<file path="src/hw/rtl/sfp_pkg.sv">
`default_nettype none
package sfp_pkg;

   typedef enum logic [3:0] {
      S_IDLE,
      S_SCAN,
      S_EVAL,
      S_CRD,
      S_CEV,
      S_TRD,
      S_TEV,
      S_ERD,
      S_EEV,
      S_EMIT,
      S_STAT
   } state_type;

   typedef enum logic [0:0] {
      CMD_FEED  = 1'b0,
      CMD_CLEAR = 1'b1
   } cmd_type;

   typedef enum logic [0:0] {
      KIND_CHUNK  = 1'b0,
      KIND_STATUS = 1'b1
   } kind_type;

   localparam logic [7:0]  SYNC0       = 8'hAA;
   localparam logic [7:0]  SYNC1       = 8'h55;
   localparam logic [7:0]  VERSION     = 8'd3;
   localparam logic [7:0]  BAD_BYTE4   = 8'hFF;
   localparam logic [7:0]  FRAME_OVER  = 8'd15;
   localparam logic [15:0] CRC_INIT    = 16'hFFFF;
   localparam logic [15:0] CRC_POLY    = 16'h1021;
   localparam logic [5:0]  MAX_CHUNKS  = 6'd39;
   localparam int          DATA_BITS   = 208;

   localparam logic [2:0] CHK_SYNC0 = 3'd0;
   localparam logic [2:0] CHK_SYNC1 = 3'd1;
   localparam logic [2:0] CHK_VER   = 3'd2;
   localparam logic [2:0] CHK_B4    = 3'd3;
   localparam logic [2:0] CHK_LENLO = 3'd4;
   localparam logic [2:0] CHK_LENHI = 3'd5;

   function automatic logic [7:0] chk_offset(input logic [2:0] chk);
      logic [7:0] o;
      unique case (chk)
         CHK_SYNC0: o = 8'd0;
         CHK_SYNC1: o = 8'd1;
         CHK_VER:   o = 8'd2;
         CHK_B4:    o = 8'd4;
         CHK_LENLO: o = 8'd11;
         CHK_LENHI: o = 8'd12;
         default:   o = 8'd0;
      endcase
      return o;
   endfunction

   function automatic logic [15:0] crc_byte(input logic [15:0] crc_i, input logic [7:0] b);
      logic [15:0] c;
      c = crc_i ^ {b, 8'h00};
      for (int k = 0; k < 8; k++) begin
         if (c[15]) c = {c[14:0], 1'b0} ^ CRC_POLY;
         else       c = {c[14:0], 1'b0};
      end
      return c;
   endfunction

endpackage
`default_nettype wire

</file>
<file path="src/hw/rtl/sfp_ram.sv">
`default_nettype none
module sfp_ram #(
   parameter int WIDTH = 8,
   parameter int DEPTH = 256
) (
   input  wire logic                     clock,
   input  wire logic                     wr_en,
   input  wire logic [$clog2(DEPTH)-1:0] wr_addr,
   input  wire logic [WIDTH-1:0]         wr_data,
   input  wire logic [$clog2(DEPTH)-1:0] rd_addr,
   output logic      [WIDTH-1:0]         rd_data
);

   logic [WIDTH-1:0] mem_ff [DEPTH];

   always_ff @(posedge clock) begin
      if (wr_en) mem_ff[wr_addr] <= wr_data;
      rd_data <= mem_ff[rd_addr];
   end

endmodule
`default_nettype wire

</file>
<file path="src/hw/rtl/sync_frame_parser_crc16_core.sv">
// channel  dir  tdata                                            tuser     tlast
// req      in   rx_byte[7:0]                                     command   -
// rsp      out  chunk_data, chunk_bytes, frame_length, counters  kind      frame_last
//
// One item at a time. Each header check, and each byte of the CRC pass, of the trailer
// and of the chunk readout, goes through a read state and an evaluate state, all through
// one store read port. A CRC drop comes only after the frame's CRC pass. Reset clears pointers,
// fill and counters; no clearing pass. A stalled rsp holds the sequencer; req is taken
// again once the status word is loaded.
`default_nettype none
module sync_frame_parser_crc16_core #(
   parameter int STORE_BYTES = 256,
   parameter int MAX_PAYLOAD = 185
) (
   input  wire logic         clock,
   input  wire logic         reset,
   input  wire logic         req_tvalid,
   output logic              req_tready,
   input  wire logic [7:0]   req_tdata,   // rx_byte[7:0]
   input  wire logic         req_tuser,   // command
   output logic              rsp_tvalid,
   input  wire logic         rsp_tready,
   // chunk_data[63:0] chunk_bytes[67:64] frame_length[75:68] sync_drops[107:76]
   // header_drops[139:108] crc_drops[171:140] good_frames[203:172] zero[207:204]
   output logic [sfp_pkg::DATA_BITS-1:0] rsp_tdata,
   output logic              rsp_tuser,   // kind
   output logic              rsp_tlast    // frame_last
);

   localparam int AW = $clog2(STORE_BYTES);
   localparam int CW = $clog2(STORE_BYTES + 1);

   sfp_pkg::state_type state_ff, state_in;

   logic [AW-1:0] head_ff, head_in;
   logic [CW-1:0] fill_ff, fill_in;
   logic [2:0]    chk_ff, chk_in;
   logic [7:0]    off_ff, off_in;
   logic [7:0]    total_ff, total_in;
   logic          b4bad_ff, b4bad_in;
   logic [7:0]    lenlo_ff, lenlo_in;
   logic [15:0]   crc_ff, crc_in;
   logic [7:0]    crclo_ff, crclo_in;
   logic [7:0]    lane_ff [8];
   logic [7:0]    lane_in [8];
   logic [3:0]    cnt_ff, cnt_in;
   logic [5:0]    nchunk_ff, nchunk_in;
   logic [31:0]   sync_ff, sync_in, hdr_ff, hdr_in, crcd_ff, crcd_in, good_ff, good_in;

   logic                        rsp_valid_ff, rsp_valid_in;
   logic [sfp_pkg::DATA_BITS-1:0] rsp_data_ff, rsp_data_in;
   logic                        rsp_kind_ff, rsp_kind_in;
   logic                        rsp_last_ff, rsp_last_in;

   logic          wr_en;
   logic [AW-1:0] wr_addr, rd_addr;
   logic [7:0]    rd_data, rd_off;
   logic          slot_free, accept;
   logic [15:0]   payload;
   logic [7:0]    total_w;
   logic [63:0]   chunk_w;

   sfp_ram #(.WIDTH(8), .DEPTH(2 ** AW)) u_store (
      .clock   (clock),
      .wr_en   (wr_en),
      .wr_addr (wr_addr),
      .wr_data (req_tdata),
      .rd_addr (rd_addr),
      .rd_data (rd_data)
   );

   assign req_tready = (state_ff == sfp_pkg::S_IDLE);
   assign accept     = req_tvalid && req_tready;
   assign slot_free  = !rsp_valid_ff || rsp_tready;
   assign wr_en      = accept && (req_tuser == sfp_pkg::CMD_FEED)
                       && (fill_ff < CW'(STORE_BYTES));
   assign wr_addr    = head_ff + fill_ff[AW-1:0];
   assign rd_off     = (state_ff == sfp_pkg::S_SCAN) ? sfp_pkg::chk_offset(chk_ff) : off_ff;
   assign rd_addr    = head_ff + AW'(rd_off);
   assign payload    = {rd_data, lenlo_ff};
   assign total_w    = payload[7:0] + sfp_pkg::FRAME_OVER;

   always_comb begin
      for (int k = 0; k < 8; k++) chunk_w[k*8 +: 8] = lane_ff[k];
   end

   always_comb begin
      state_in = state_ff;
      unique case (state_ff)
         sfp_pkg::S_IDLE: begin
            if (accept) state_in = (req_tuser == sfp_pkg::CMD_CLEAR) ? sfp_pkg::S_STAT
                                                                    : sfp_pkg::S_SCAN;
         end
         sfp_pkg::S_SCAN: begin
            state_in = (fill_ff == '0) ? sfp_pkg::S_STAT : sfp_pkg::S_EVAL;
         end
         sfp_pkg::S_EVAL: begin
            state_in = sfp_pkg::S_SCAN;
            unique case (chk_ff)
               sfp_pkg::CHK_SYNC0: if (rd_data == sfp_pkg::SYNC0 && fill_ff < CW'(2))
                  state_in = sfp_pkg::S_STAT;
               sfp_pkg::CHK_SYNC1: if (rd_data == sfp_pkg::SYNC1 && fill_ff < CW'(3))
                  state_in = sfp_pkg::S_STAT;
               sfp_pkg::CHK_VER: if (rd_data == sfp_pkg::VERSION && fill_ff < CW'(13))
                  state_in = sfp_pkg::S_STAT;
               sfp_pkg::CHK_LENHI: begin
                  if (!(payload > 16'(MAX_PAYLOAD) || b4bad_ff)) begin
                     if (fill_ff < CW'(total_w)) state_in = sfp_pkg::S_STAT;
                     else                        state_in = sfp_pkg::S_CRD;
                  end
               end
               default: state_in = sfp_pkg::S_SCAN;
            endcase
         end
         sfp_pkg::S_CRD: state_in = sfp_pkg::S_CEV;
         sfp_pkg::S_CEV: state_in = (off_ff + 8'd1 == total_ff - 8'd2) ? sfp_pkg::S_TRD
                                                                       : sfp_pkg::S_CRD;
         sfp_pkg::S_TRD: state_in = sfp_pkg::S_TEV;
         sfp_pkg::S_TEV: begin
            if (off_ff == total_ff - 8'd2) state_in = sfp_pkg::S_TRD;
            else if ({rd_data, crclo_ff} == crc_ff) state_in = sfp_pkg::S_ERD;
            else state_in = sfp_pkg::S_SCAN;
         end
         sfp_pkg::S_ERD: state_in = sfp_pkg::S_EEV;
         sfp_pkg::S_EEV: state_in = (cnt_ff == 4'd7 || off_ff + 8'd1 == total_ff)
                                    ? sfp_pkg::S_EMIT : sfp_pkg::S_ERD;
         sfp_pkg::S_EMIT: begin
            if (slot_free) state_in = (off_ff == total_ff) ? sfp_pkg::S_SCAN : sfp_pkg::S_ERD;
         end
         sfp_pkg::S_STAT: if (slot_free) state_in = sfp_pkg::S_IDLE;
         default: state_in = sfp_pkg::S_IDLE;
      endcase
   end

   always_comb begin
      head_in   = head_ff;
      fill_in   = fill_ff;
      chk_in    = chk_ff;
      off_in    = off_ff;
      total_in  = total_ff;
      b4bad_in  = b4bad_ff;
      lenlo_in  = lenlo_ff;
      crc_in    = crc_ff;
      crclo_in  = crclo_ff;
      lane_in   = lane_ff;
      cnt_in    = cnt_ff;
      nchunk_in = nchunk_ff;
      sync_in   = sync_ff;
      hdr_in    = hdr_ff;
      crcd_in   = crcd_ff;
      good_in   = good_ff;
      rsp_valid_in = rsp_valid_ff && !rsp_tready;
      rsp_data_in  = rsp_data_ff;
      rsp_kind_in  = rsp_kind_ff;
      rsp_last_in  = rsp_last_ff;

      unique case (state_ff)
         sfp_pkg::S_IDLE: begin
            if (accept) begin
               chk_in    = sfp_pkg::CHK_SYNC0;
               nchunk_in = '0;
               if (req_tuser == sfp_pkg::CMD_CLEAR) fill_in = '0;
               else if (wr_en) fill_in = fill_ff + CW'(1);
            end
         end
         sfp_pkg::S_EVAL: begin
            chk_in = chk_ff + 3'd1;
            unique case (chk_ff)
               sfp_pkg::CHK_SYNC0: if (rd_data != sfp_pkg::SYNC0) begin
                  sync_in = sync_ff + 32'd1;
                  head_in = head_ff + AW'(1);
                  fill_in = fill_ff - CW'(1);
                  chk_in  = sfp_pkg::CHK_SYNC0;
               end
               sfp_pkg::CHK_SYNC1: if (rd_data != sfp_pkg::SYNC1) begin
                  sync_in = sync_ff + 32'd1;
                  head_in = head_ff + AW'(1);
                  fill_in = fill_ff - CW'(1);
                  chk_in  = sfp_pkg::CHK_SYNC0;
               end
               sfp_pkg::CHK_VER: if (rd_data != sfp_pkg::VERSION) begin
                  hdr_in  = hdr_ff + 32'd1;
                  head_in = head_ff + AW'(1);
                  fill_in = fill_ff - CW'(1);
                  chk_in  = sfp_pkg::CHK_SYNC0;
               end
               sfp_pkg::CHK_B4:    b4bad_in = (rd_data == sfp_pkg::BAD_BYTE4);
               sfp_pkg::CHK_LENLO: lenlo_in = rd_data;
               sfp_pkg::CHK_LENHI: begin
                  chk_in   = sfp_pkg::CHK_SYNC0;
                  total_in = total_w;
                  off_in   = '0;
                  crc_in   = sfp_pkg::CRC_INIT;
                  if (payload > 16'(MAX_PAYLOAD) || b4bad_ff) begin
                     hdr_in  = hdr_ff + 32'd1;
                     head_in = head_ff + AW'(1);
                     fill_in = fill_ff - CW'(1);
                  end
               end
               default: chk_in = sfp_pkg::CHK_SYNC0;
            endcase
         end
         sfp_pkg::S_CEV: begin
            crc_in = sfp_pkg::crc_byte(crc_ff, rd_data);
            off_in = off_ff + 8'd1;
         end
         sfp_pkg::S_TEV: begin
            if (off_ff == total_ff - 8'd2) begin
               crclo_in = rd_data;
               off_in   = off_ff + 8'd1;
            end else if ({rd_data, crclo_ff} == crc_ff) begin
               good_in = good_ff + 32'd1;
               off_in  = '0;
               cnt_in  = '0;
               for (int k = 0; k < 8; k++) lane_in[k] = '0;
            end else begin
               crcd_in = crcd_ff + 32'd1;
               head_in = head_ff + AW'(1);
               fill_in = fill_ff - CW'(1);
            end
         end
         sfp_pkg::S_EEV: begin
            lane_in[cnt_ff[2:0]] = rd_data;
            cnt_in = cnt_ff + 4'd1;
            off_in = off_ff + 8'd1;
         end
         sfp_pkg::S_EMIT: begin
            if (slot_free) begin
               if (nchunk_ff < sfp_pkg::MAX_CHUNKS) begin
                  nchunk_in    = nchunk_ff + 6'd1;
                  rsp_valid_in = 1'b1;
                  rsp_kind_in  = sfp_pkg::KIND_CHUNK;
                  rsp_last_in  = (off_ff == total_ff);
                  rsp_data_in  = {132'd0, total_ff, cnt_ff, chunk_w};
               end
               cnt_in = '0;
               for (int k = 0; k < 8; k++) lane_in[k] = '0;
               if (off_ff == total_ff) begin
                  head_in = head_ff + AW'(total_ff);
                  fill_in = fill_ff - CW'(total_ff);
               end
            end
         end
         sfp_pkg::S_STAT: begin
            if (slot_free) begin
               rsp_valid_in = 1'b1;
               rsp_kind_in  = sfp_pkg::KIND_STATUS;
               rsp_last_in  = 1'b0;
               rsp_data_in  = {4'd0, good_ff, crcd_ff, hdr_ff, sync_ff, 8'd0, 4'd0, 64'd0};
            end
         end
         default: ;
      endcase
   end

   always_ff @(posedge clock) begin
      if (reset) begin
         state_ff     <= sfp_pkg::S_IDLE;
         head_ff      <= '0;
         fill_ff      <= '0;
         chk_ff       <= sfp_pkg::CHK_SYNC0;
         cnt_ff       <= '0;
         nchunk_ff    <= '0;
         sync_ff      <= '0;
         hdr_ff       <= '0;
         crcd_ff      <= '0;
         good_ff      <= '0;
         rsp_valid_ff <= 1'b0;
      end else begin
         state_ff     <= state_in;
         head_ff      <= head_in;
         fill_ff      <= fill_in;
         chk_ff       <= chk_in;
         cnt_ff       <= cnt_in;
         nchunk_ff    <= nchunk_in;
         sync_ff      <= sync_in;
         hdr_ff       <= hdr_in;
         crcd_ff      <= crcd_in;
         good_ff      <= good_in;
         rsp_valid_ff <= rsp_valid_in;
      end
   end

   always_ff @(posedge clock) begin
      off_ff      <= off_in;
      total_ff    <= total_in;
      b4bad_ff    <= b4bad_in;
      lenlo_ff    <= lenlo_in;
      crc_ff      <= crc_in;
      crclo_ff    <= crclo_in;
      lane_ff     <= lane_in;
      rsp_data_ff <= rsp_data_in;
      rsp_kind_ff <= rsp_kind_in;
      rsp_last_ff <= rsp_last_in;
   end

   assign rsp_tvalid = rsp_valid_ff;
   assign rsp_tdata  = rsp_data_ff;
   assign rsp_tuser  = rsp_kind_ff;
   assign rsp_tlast  = rsp_last_ff;

   a_fill_bound: assert property (@(posedge clock) disable iff (reset)
      fill_ff <= CW'(STORE_BYTES))
      else $error("fill above store size");

   a_one_item: assert property (@(posedge clock) disable iff (reset)
      req_tvalid && req_tready |=> !req_tready)
      else $error("second item taken before status");

   a_chunk_size: assert property (@(posedge clock) disable iff (reset)
      rsp_tvalid && !rsp_tuser |-> rsp_tdata[67:64] != 4'd0 && rsp_tdata[67:64] <= 4'd8)
      else $error("chunk byte count out of range");

   a_status_idle: assert property (@(posedge clock) disable iff (reset)
      state_ff == sfp_pkg::S_STAT && slot_free |=> req_tready && rsp_tvalid && rsp_tuser)
      else $error("status not loaded");

endmodule
`default_nettype wire

</file>
<file path="config.mk">
export PLATFORM = sky130hd
export DESIGN_NAME = sync_frame_parser_crc16_core
export DESIGN_NICKNAME = d
export VERILOG_FILES = /design/src/hw/rtl/sfp_pkg.sv /design/src/hw/rtl/sfp_ram.sv /design/src/hw/rtl/sync_frame_parser_crc16_core.sv
export SDC_FILE = /design/constraint.sdc
export NUM_CORES = 2
export LEC_CHECK = 0
export BUFFER_PORTS_ARGS = -buffer_cell sky130_fd_sc_hd__buf_2
export CORE_UTILIZATION = 50
export DETAILED_ROUTE_END_ITERATION = 8
export GPL_ROUTABILITY_DRIVEN = 1
export PLACE_DENSITY = 0.78
export SYNTH_ARGS = -nofsm -noshare
export SYNTH_HDL_FRONTEND = slang
export SYNTH_HIERARCHICAL = 1
export SYNTH_SLANG_ARGS = --single-unit
</file>
<file path="constraint.sdc">
create_clock -name clock -period 12.01 [get_ports clock]
set_clock_uncertainty 0.1 [all_clocks]
set_input_delay 2.402 -clock clock [delete_from_list [all_inputs] [get_ports clock]]
set_output_delay 2.402 -clock clock [all_outputs]
set_load 0.05 [all_outputs]
</file>
==> impl_metrics.json <==
{
  "layout.cells.most_common": "edfxtp_1",
  "yosys_warnings": 6,
  "antenna_left": 0,
  "period_minus_slack_ps": 7830,
  "cp.arrival_ps": 8480,
  "final_layout_size_suffix_gt1_share_pct": 18.9,
  "rows": 165,
  "clock_latency_ps": 910,
  "final_cell_mix": "2367 x edfxtp_1, 520 x nor2_1, 454 x mux4_2",
  "slew_viol_final": 0,
  "r2r-start": "state_ff[0]",
  "grt_pass1_vias": 55600,
  "gp_congestion": 0.905,
  "cp.required_ps": 12660,
  "startpoint_type": "register",
  "hold_violations": 0,
  "crit_chain": "inv_1, nor4_2, a31oi_1, ha_4, fa_4, buf_4, buf_4, mux4_2, o22a_1, o21ai_0, a2111oi_1, buf_4, nor3_1, nor4_2",
  "drt_wl_total_um": 249000,
  "wire_per_inst_um": 27.7,
  "rsz0062_at_grt": "no",
  "die_w_um": 455,
  "tightestPinTransition_ps": 1470,
  "clockBufferDepth": 3,
  "place_area_um2": 106000,
  "final_net_count": 6166,
  "fp.coreArea_um2": 203000,
  "track_usage_pct": 23.7,
  "drt_pass1_iterations": 7,
  "cpMostUsedCell": "buf_4",
  "synth-edff-count": 2367,
  "p_leak_nw": 36.4,
  "violations": "capacitance limit",
  "cts_setup_buffers": 0,
  "n_fill_cell": 14700,
  "hpwl_um": 148000,
  "ir_worst_vdd_mv": 0.358,
  "syn2layout_area_growth_pct": 11.3,
  "synth.avg_cell_area_um2": 17.5,
  "syn_area_um2": 103000,
  "finalInstanceArea_um2": 114000,
  "max_slew_margin_pct": 0.966,
  "cts_tree": "yes",
  "grt-ovfl-total": 0,
  "cts-root-buf": "clkbuf_16",
  "initial_core_util_pct": 50.5,
  "antenna_found_initial": 9,
  "numCtsBuffers": 241,
  "fp.dieH_um": 455,
  "grt_pass1_wl_um": 364000,
  "outcome": "complete, but fails checks",
  "pre_cts_ws_ps": 4460,
  "cp_slowest_cell": "fa_4",
  "postCtsResizedCells": 0,
  "setup.worst_path.start": "state_ff[0]",
  "htreeDepth": 4,
  "crit_path_end": "u_store/rd_data[0]",
  "cp.depth": 14,
  "cp_max_fo": 56,
  "ys_types": 96,
  "fin_ws_ps": 4180,
  "io_pins": 225,
  "slowest_delay_ps": 1250,
  "fin_crit_sh_pct": 65.2,
  "synthCells": 5880,
  "clkSinkCount": 2538,
  "cap_violations": 1,
  "reg2regPathDepth": 14,
  "path_class": "register to register",
  "dieArea_um2": 207000,
  "first_iter_violations": 7997,
  "critPathBufInv": 4,
  "clock.fmax_mhz": 128,
  "grt_max_degree": 174,
  "vias_per_cell": 6.34,
  "place.port_buffers": 220,
  "setup_viol_count_final": 0,
  "cts_hold_buf": 0,
  "clkTransAtPathRegs_ps": 60,
  "setup-tns-final_ps": 0,
  "path_delay_family": "buffers and inverters",
  "crit_path_end_kind": "register",
  "async_flop_share_pct": 0,
  "hold_path.class": "register to register",
  "seq_area_frac_synth_pct": 72.6,
  "drc": 0,
  "ys_seq_elements": 2538,
  "synth_flop_cell": "edfxtp_1",
  "power_density_nw_per_um2": 267,
  "reg2reg_to": "u_store/rd_data[0]",
  "ff2ff_setup_slack_ps": 4180,
  "vias": 57000
}
-- metal layers --
metal,vias up,track usage [%],wire [um]
met5,-,0,52
met1,28800,31.7,91500
met2,3826,37.3,117000
met3,626,5.97,30400
li1,23700,-,-
met4,8,9.64,10700
-- stage by stage --
step | util [%] | power [mW] | hold slack, ps | std cells
floorplan | - | 19.5 | 354 | 5883
global placement | 52.3 | 22.5 | 364 | 8524
detailed placement | 52.3 | 22.7 | 389 | 8525
CTS | 56.2 | 30.4 | 389 | 8985
global route | 56.2 | 31.4 | 438 | 8985
finish | 56.2 | 30.5 | 392 | 8987
-- area by class of cell --
cell class,count,area [um^2],share of cell area [%]
clock buffers,282,6210,5.43
diodes,2,5.00,0.00438
inverters,69,259,0.227
multi-input cells,2928,26100,22.9
well taps,2672,3340,2.93
clock inverters,178,1850,1.62
repair buffers,318,1960,1.71
flip-flops and latches,2538,74500,65.2
-- worst min-delay path by stage --
| stage | from | endpoint | depth (start not counted) |
|---|---|---|---|
| global placement | good_ff[31] | good_ff[31] | 2 |
| floorplan | good_ff[31] | good_ff[31] | 2 |
| detailed placement | crcd_ff[10] | crcd_ff[10] | 2 |
| finish | good_ff[31] | good_ff[31] | 2 |
| CTS | good_ff[31] | good_ff[31] | 2 |
| global route | good_ff[31] | good_ff[31] | 2 |
-- power by group --
part | total (mW) | internal, mW | switching [mW] | leakage (nW)
combinational | 12.7 | 5.08 | 7.57 | 9.73
clock | 7.64 | 4.32 | 3.32 | 3.92
sequential | 10.2 | 10.0 | 0.179 | 22.8
-- synth_stat cells, types with 68 or more instances --
master    instances  area, um^2
nor3_1          112         561
o21ai_0          71         355
dfxtp_1         171        3420
nor2_1          525        1970
nand2_1         145         544
a21oi_1         180         901
a22oi_1         136        1020
clkbuf_1        195         732
edfxtp_1       2367       71100
xnor2_1         137        1200
nor2b_1         123         769
inv_1            68         255
mux4_2          454       10200
mux2i_1         194        1940
and2_1          122         763
nand3_1          96         480
-- kinds of logic (layout without fill, tap and decap cells) --
group                    after synthesis  after routing  share of synthesized area, %
multiplexers                         654            654                          12.0
flip-flops                          2538           2538                          72.6
XOR/XNOR                             186            186                          1.61
AO/OA/AOI/OAI                        628            628                          4.15
other                                  1              6                       0.00365
adder cells (fa/ha/maj)               57             57                         0.724
AND/OR/NAND/NOR                     1399           1399                          6.83
buffers and inverters                417            847                          2.13
-- worst reg2reg max path: stages (launching register included) --
cell	delay, ps
dfxtp_1	630
inv_1	250
nor4_2	1050
a31oi_1	330
ha_4	280
fa_4	1250
buf_4	670
buf_4	780
mux4_2	410
o22a_1	130
o21ai_0	130
a2111oi_1	1080
buf_4	270
nor3_1	100
nor4_2	260
-- flip-flops by register name, indices dropped and copies added, names as in the netlist, 4 cells and up --
register / count
sync_ff: 32
crcd_ff: 32
good_ff: 32
total_ff: 8
crclo_ff: 8
state_ff: 4
fill_ff: 9
chunk_w: 64
u_store/mem_ff: 2048
hdr_ff: 32
head_ff: 8
u_store/rd_data: 8
off_ff: 8
crc_ff: 16
lenlo_ff: 8
nchunk_ff: 6
cnt_ff: 4
rsp_tdata: 204
Power figures use the tool's default switching activity.
